### src/sv/v4m44_pkg.sv
// ----------------------------------------------------------------------------
// v4m44_pkg - shared types and constants of the vertex transform unit
// Beat layout, fixed-point constants and width helpers used by all files.
// ----------------------------------------------------------------------------
package v4m44_pkg;

   // component width of every vector and result field
   localparam int DATA_W = 32;
   // matrix is 4x4: four lanes, two index bits per axis
   localparam int NUM_LANES = 4;
   localparam int LANE_W = 2;
   localparam int IDX_W = 2 * LANE_W;

   // defaults of the top-level parameters
   localparam int COEF_WIDTH_DEF = 32;
   localparam int FRAC_BITS_DEF = 16;

   typedef logic signed [DATA_W-1:0] comp_type;
   typedef comp_type [NUM_LANES-1:0] vec_type;

   localparam comp_type COMP_MAX = {1'b0, {(DATA_W-1){1'b1}}};
   localparam comp_type COMP_MIN = {1'b1, {(DATA_W-1){1'b0}}};

   typedef enum logic {
      OP_LOAD  = 1'b0,
      OP_XFORM = 1'b1
   } op_type;

   // one beat as it travels down the cell chain
   typedef struct packed {
      op_type             op;
      logic [IDX_W-1:0]   coef_index;
      comp_type           coef_value;
      vec_type            vec;
   } beat_type;

   // stored coefficient width: the load field carries at most DATA_W bits
   function automatic int store_width(input int coef_width);
      return (coef_width < DATA_W) ? coef_width : DATA_W;
   endfunction

   // accumulator width: one full product plus two bits of growth for four terms
   function automatic int acc_width(input int coef_width);
      return DATA_W + store_width(coef_width) + LANE_W;
   endfunction

endpackage

### src/sv/v4m44_if.sv


interface v4m44_rsp_if;
   logic                 valid;
   logic                 ready;
   v4m44_pkg::comp_type  out_x;
   v4m44_pkg::comp_type  out_y;
   v4m44_pkg::comp_type  out_z;
   v4m44_pkg::comp_type  out_w;
   logic                 saturated;

   modport source (output valid, out_x, out_y, out_z, out_w, saturated, input ready);
   modport sink   (input valid, out_x, out_y, out_z, out_w, saturated, output ready);
endinterface

### src/sv/v4m44_sat.sv
// ----------------------------------------------------------------------------
// v4m44_sat - scale, saturate and register the transform result
// Shifts the four sums down by FRAC_BITS, clips them to 32 bits, drops
// load beats and holds the result beat until the sink takes it.
// ----------------------------------------------------------------------------
module v4m44_sat #(
   parameter int COEF_WIDTH = v4m44_pkg::COEF_WIDTH_DEF,
   parameter int FRAC_BITS = v4m44_pkg::FRAC_BITS_DEF,
   localparam int ACC_W = v4m44_pkg::acc_width(COEF_WIDTH)
) (
   input  logic                      clock,
   input  logic                      reset,
   input  logic                      in_valid,
   output logic                      in_ready,
   input  v4m44_pkg::op_type         in_op,
   input  logic signed [ACC_W-1:0]   in_acc [v4m44_pkg::NUM_LANES],
   v4m44_rsp_if.source               rsp_chan
);

   localparam int LANES = v4m44_pkg::NUM_LANES;
   localparam int DW = v4m44_pkg::DATA_W;

   logic signed [ACC_W-1:0]  shifted  [LANES];
   logic [LANES-1:0]         clip;
   v4m44_pkg::comp_type      comp_in  [LANES];
   v4m44_pkg::comp_type      comp_ff  [LANES];
   logic                     sat_ff;
   logic                     valid_ff;
   logic                     take;

   assign take     = !valid_ff || rsp_chan.ready;
   assign in_ready = take;

   // scale down, rounding toward minus infinity, then clip to the 32-bit range
   always_comb begin
      for (int r = 0; r < LANES; r++) begin
         shifted[r] = in_acc[r] >>> FRAC_BITS;
         clip[r] = !((&shifted[r][ACC_W-1:DW-1]) || !(|shifted[r][ACC_W-1:DW-1]));
         if (!clip[r]) begin
            comp_in[r] = shifted[r][DW-1:0];
         end else if (shifted[r][ACC_W-1]) begin
            comp_in[r] = v4m44_pkg::COMP_MIN;
         end else begin
            comp_in[r] = v4m44_pkg::COMP_MAX;
         end
      end
   end

   // result valid: only transform beats produce a result
   always_ff @(posedge clock) begin
      if (reset) begin
         valid_ff <= 1'b0;
      end else if (take) begin
         valid_ff <= in_valid && (in_op == v4m44_pkg::OP_XFORM);
      end
   end

   // hold result payload
   always_ff @(posedge clock) begin
      if (take) begin
         comp_ff <= comp_in;
         sat_ff  <= |clip;
      end
   end

   assign rsp_chan.valid     = valid_ff;
   assign rsp_chan.out_x     = comp_ff[0];
   assign rsp_chan.out_y     = comp_ff[1];
   assign rsp_chan.out_z     = comp_ff[2];
   assign rsp_chan.out_w     = comp_ff[3];
   assign rsp_chan.saturated = sat_ff;

endmodule

### src/flat_wrapper.sv
// flat-port wrapper written by rule: the top's interface ports become plain ports
module v4m44_sat_flat 
#(
   parameter int COEF_WIDTH = v4m44_pkg::COEF_WIDTH_DEF,
   parameter int FRAC_BITS = v4m44_pkg::FRAC_BITS_DEF,
   localparam int ACC_W = v4m44_pkg::acc_width(COEF_WIDTH)
)
  (clock, reset, in_valid, in_ready, in_op, in_acc, rsp_chan_valid, rsp_chan_out_x, rsp_chan_out_y, rsp_chan_out_z, rsp_chan_out_w, rsp_chan_saturated, rsp_chan_ready);
  v4m44_rsp_if rsp_chan_i ();
  input  logic clock;
  input  logic reset;
  input  logic in_valid;
  output logic in_ready;
  input  v4m44_pkg::op_type in_op;
  input  logic signed [ACC_W-1:0] in_acc[v4m44_pkg::NUM_LANES];
  output wire logic [$bits(rsp_chan_i.valid)-1:0] rsp_chan_valid;
  output wire logic [$bits(rsp_chan_i.out_x)-1:0] rsp_chan_out_x;
  output wire logic [$bits(rsp_chan_i.out_y)-1:0] rsp_chan_out_y;
  output wire logic [$bits(rsp_chan_i.out_z)-1:0] rsp_chan_out_z;
  output wire logic [$bits(rsp_chan_i.out_w)-1:0] rsp_chan_out_w;
  output wire logic [$bits(rsp_chan_i.saturated)-1:0] rsp_chan_saturated;
  input wire logic [$bits(rsp_chan_i.ready)-1:0] rsp_chan_ready;
  assign rsp_chan_valid = rsp_chan_i.valid;
  assign rsp_chan_out_x = rsp_chan_i.out_x;
  assign rsp_chan_out_y = rsp_chan_i.out_y;
  assign rsp_chan_out_z = rsp_chan_i.out_z;
  assign rsp_chan_out_w = rsp_chan_i.out_w;
  assign rsp_chan_saturated = rsp_chan_i.saturated;
  assign rsp_chan_i.ready = rsp_chan_ready;
  v4m44_sat #(.COEF_WIDTH(COEF_WIDTH), .FRAC_BITS(FRAC_BITS)) u_core (.clock(clock), .reset(reset), .in_valid(in_valid), .in_ready(in_ready), .in_op(in_op), .in_acc(in_acc), .rsp_chan(rsp_chan_i));
endmodule
### config.mk
export PLATFORM = sky130hd
export DESIGN_NAME = v4m44_sat_flat
export DESIGN_NICKNAME = d
export VERILOG_FILES = /design/src/sv/v4m44_pkg.sv /design/src/sv/v4m44_if.sv /design/src/sv/v4m44_sat.sv /design/src/flat_wrapper.sv
export SDC_FILE = /design/constraint.sdc
export NUM_CORES = 1
export LEC_CHECK = 0
export ABC_CLOCK_PERIOD_IN_PS = 5200
export BUFFER_PORTS_ARGS = -buffer_cell sky130_fd_sc_hd__buf_4
export CORE_AREA = 3 3 155 157
export DETAILED_ROUTE_END_ITERATION = 8
export DIE_AREA = 0 0 158 160
export GPL_ROUTABILITY_DRIVEN = 0
export PLACE_DENSITY_LB_ADDON = 0.1
export SYNTH_ARGS = -nofsm -noshare
export SYNTH_HDL_FRONTEND = slang
export SYNTH_SLANG_ARGS = --single-unit
### constraint.sdc
create_clock -name clock -period 5.2 [get_ports clock]
set_input_delay 0.26 -clock clock [delete_from_list [all_inputs] [get_ports clock]]
set_output_delay 0.26 -clock clock [all_outputs]
set_load 0.03 [all_outputs]
# == Word-level counts from Yosys, hierarchy flattened ==
# Index checks and enable logic that the tools add are counted.
# totals
inputBits,269
ff_bits,130
output_inout_bits,131
wordCells,38
# op_classes
reduce_logical,24
n_mux,8
# op_table
operator,n
$mux W32,8
$reduce_and A19 Y1,4
$reduce_or A19 Y1,4
$logic_not A1 Y1,9
$logic_or A1 B1 Y1,5
$reduce_or A4 Y1,1
$logic_and A1 B1 Y1,1

# == Longest topological paths before layout ==
# depth
ltp_word,5
mapped_depth,6
mapped_depth_nobuf,5

# == Worst setup path before layout ==
# Ideal clock, no wire load.
# synth_path
kind,input to register
from,input rsp_chan_ready
to,"register u_core.comp_ff, in the netlist u_core.rsp_chan.out_w[0] (enable)"
required_time_ns,4.677
setup_slack_ns,1.077
t_arrival_ns,3.600
path_buffers,0
setup_ns,0.523
path_stages,1
path_cell_list,nand2b_1
# synth_between
elab_chain_len,1
# synth_rtl
item,line,source
"start, declared",flat_wrapper.sv:22,input wire logic [$bits(rsp_chan_i.ready)-1:0] rsp_chan_ready;
$logic_or A1 B1 Y1,v4m44_sat.sv:31,assign take = !valid_ff || rsp_chan.ready;
"end signal, assigned",v4m44_sat.sv:61,comp_ff <= comp_in;
"end, declared",v4m44_sat.sv:26,v4m44_pkg::comp_type comp_ff [LANES];
# No other way between the ends.
# A chain may end at the register's enable or synchronous reset.

# == Worst setup path after layout ==
# layout_path
from,register u_core.valid_ff (netlist: u_core.rsp_chan.valid)
to,output in_ready
# layout_between
elab_chain_len,2
# layout_rtl
item,line,source
"start, declared",v4m44_sat.sv:28,logic valid_ff;
"start signal, assigned",v4m44_sat.sv:54,valid_ff <= in_valid && (in_op == v4m44_pkg::OP_XFORM);
$logic_not A1 Y1,v4m44_sat.sv:31,
$logic_or A1 B1 Y1,v4m44_sat.sv:31,
"end, declared",flat_wrapper.sv:13,output logic in_ready;
# No other way between the ends.

==> impl_results.md <==
* Synth area leaders: edfxtp_1, a21o_2, a21o_1
* Area fraction in compound gates after synthesis at 20.0%
* Slew HR at 38.8%
* CTS tree: done
* Die Ht at 160 um
* Element type at the critical path end: output port
* CTS buffer count at 17
* PostCTS Resize Cnt at 0
* Status: finished, final reports clean
* Drt wl/cell at 17.4 um
* DRC at 0
* Pleak at 4.15 nW
* Max-cap check violation count at 0
* Post-synthesis instance total at 346
* Synth-to-Final Area Change at 58.3%
* Starting density of the core at 24.9%
* Final setup viols at 0
* Hold Vio Cnt, Final at 0
* Netlist cell types at 20
* Syn_area_per_cell at 16.3 sq um
* Final min period at 2.42 ns
* Maximum fanout along the worst path at 69
* Core area at 22600 sq um
* Initial DRC Count at 150
* Cell area after layout at 8940 sq um
* Power after layout at 2.88 mW
* Adder-cell share of the synthesized area at 0%
* RSZ-0062 raised after global routing: false
* Crit start category: register
* Synth area leader: edfxtp_1
* Worst Skew at 0.00706 ns
* Tot GR Track Use at 12.8%
* Initial antenna violation count at 0
* # rows at 55
* Mux share of post-synthesis cell area at 0%
* Worst setup path class: reg -> out
* FF+latch count, synth at 130
* Crit path DAT at 2.16 ns
* CP Data Required Time at 4.94 ns
* Worst Hold Class: in -> reg
* Max Fclk at 0.413 GHz
* Synth Area in Simple Gates at 6.14%
* Sequential share of the synthesized area at 69.0%
* Fill cells at 2215
* HPWL Detailed at 12500 um
* Syn_nets at 615
* I/O pin cnt at 400
* Synth Cell Area at 5650 sq um
* Xor and xnor area share after synthesis at 0%
* Root buffer cell: clkbuf_16
* Clk_lat worst skew at 0.41 ns
* PwrDens at 322 nW/um^2
* Synth top area share at 68.6%
* DR vias at 4329
* Deepest level of the CTS H-tree at 4
* Final worst path period share at 46.5%
* Slew @ Worst Pin at 0.918 ns
* Vias in the first global route at 4544
* Diodes inserted at 0
* PortBufs at 335
* Peak VDD IR at 0.176 mV
* DRT Wirelength at 17000 um
* Setup TNS at 0 ns
* Routed Antenna Nets at 0
* DRT Pass-1 Iters at 4
* Global route total overflow at 0
* Final nets at 947
* # clock sinks at 130
* Vias per cell at 4.44
* Slew Viols, Final at 0
* Layout cells sized above 1 at 67.3%
* Die area at 25300 sq um
* Worst-path clk slew at 0.06 ns
* Number of synthesis warnings at 0
* Die X at 158 um
* Main combinational cell family by area after synthesis: compound AO/OA/AOI/OAI gates
* Largest net degree at the start of global routing at 70
* Placed cell area at 8350 sq um
* First-pass GRT wire length at 24700 um
* Clock Path Buffers at 2
-- registers in the layout (all words and copies together) (netlist names) --
signal,cells
u_core.rsp_chan.out_x,32
u_core.rsp_chan.out_y,32
u_core.rsp_chan.saturated,1
u_core.rsp_chan.valid,1
u_core.rsp_chan.out_z,32
u_core.rsp_chan.out_w,32
-- cell families after synthesis --
kind of cell	after synthesis
flops	130
compound gates	133
buf+inv	28
simple gates	55
-- final cells by class --
cell class                      count  area (sq um)  area share (%)
Timing Repair Buffer              341          2570            28.8
Clock inverter                      8           105            1.18
Tap cell                          285           357            3.99
Multi-Input combinational cell    188          1540            17.2
Sequential cell                   130          3890            43.6
Clock buffer                       24           472            5.28
-- timing repair --
| action | 4_1_cts | 5_1_grt |
|---|---|---|
| hold buffers | 1 | 0 |
| setup buffers | 0 | 0 |
| hold endpoints to repair | 1 | 0 |
-- power by group --
group	switching [mW]	internal (mW)	total, mW
clock network	0.435	0.732	1.17
logic	0.245	0.220	0.464
registers	0.0189	1.23	1.25
total	0.699	2.18	2.88
-- synth_stat cells (all sizes together) --
master       count
edfxtp         129
a21o           124
buf             24
nand4           21
nor4            20
nor2             8
a311oi           4
a31o             4
and3             4
dlygate4sd3      3
a21oi            1
clkbuf           1
dfxtp            1
nand2            1
nand2b           1
-- metal layers --
metal	part of all wire [%]	vias up	routed length [um]	track usage, %
li1	-	2057	-	-
met1	35	2060	5990	13.0
met2	52	192	8880	23.0
met3	11	20	1810	5.45
met4	1.9	0	322	4.89
met5	0	-	0	0
-- final timing paths --
kind                                      startpoint                                  end  slack (ns)  depth (start not counted)
setup / recovery  u_core.rsp_chan.valid$_SDFFE_PP0P_                             in_ready        2.78                          3
hold / removal                           in_acc[197]  u_core.rsp_chan.out_y[31]$_DFFE_PP_        0.08                          1
setup reg to reg  u_core.rsp_chan.valid$_SDFFE_PP0P_  u_core.rsp_chan.out_x[24]$_DFFE_PP_        3.34                          2
hold reg to reg   u_core.rsp_chan.valid$_SDFFE_PP0P_   u_core.rsp_chan.valid$_SDFFE_PP0P_        1.15                          2
-- worst max-delay path, stage by stage, from the launching register on --
cell,delay (ns)
dfxtp_1,0.33
nand2b_4,0.65
buf_12,0.40
buf_4,0.24
-- cell usage in the layout (no fill, tap or decap), types with 2 or more instances in the layout --
cell and n:
a21o_2 85, bufinv_16 2, buf_4 339, clkinv_4 2
and3_1 4, clkbuf_1 5, a311oi_4 4, a31o_2 4
nor4_2 4, nor2_1 8, nand4_1 21, a21o_1 39
clkbuf_8 2, clkinvlp_4 3, clkbuf_16 17, edfxtp_1 129
nor4_1 16
-- stage by stage --
step	setup slack, ns	utilization, %	hold WS [ns]	instances
after CTS	2.73	39.5	0.0511	976
after floorplan	1.08	-	0.329	346
final	2.78	39.5	0.0771	976
after global placement	2.91	36.9	0.416	943
after global routing	2.62	39.5	0.0537	976
after detailed placement	2.87	36.9	0.415	943
Note: power is estimated with default switching activity, not from simulation.
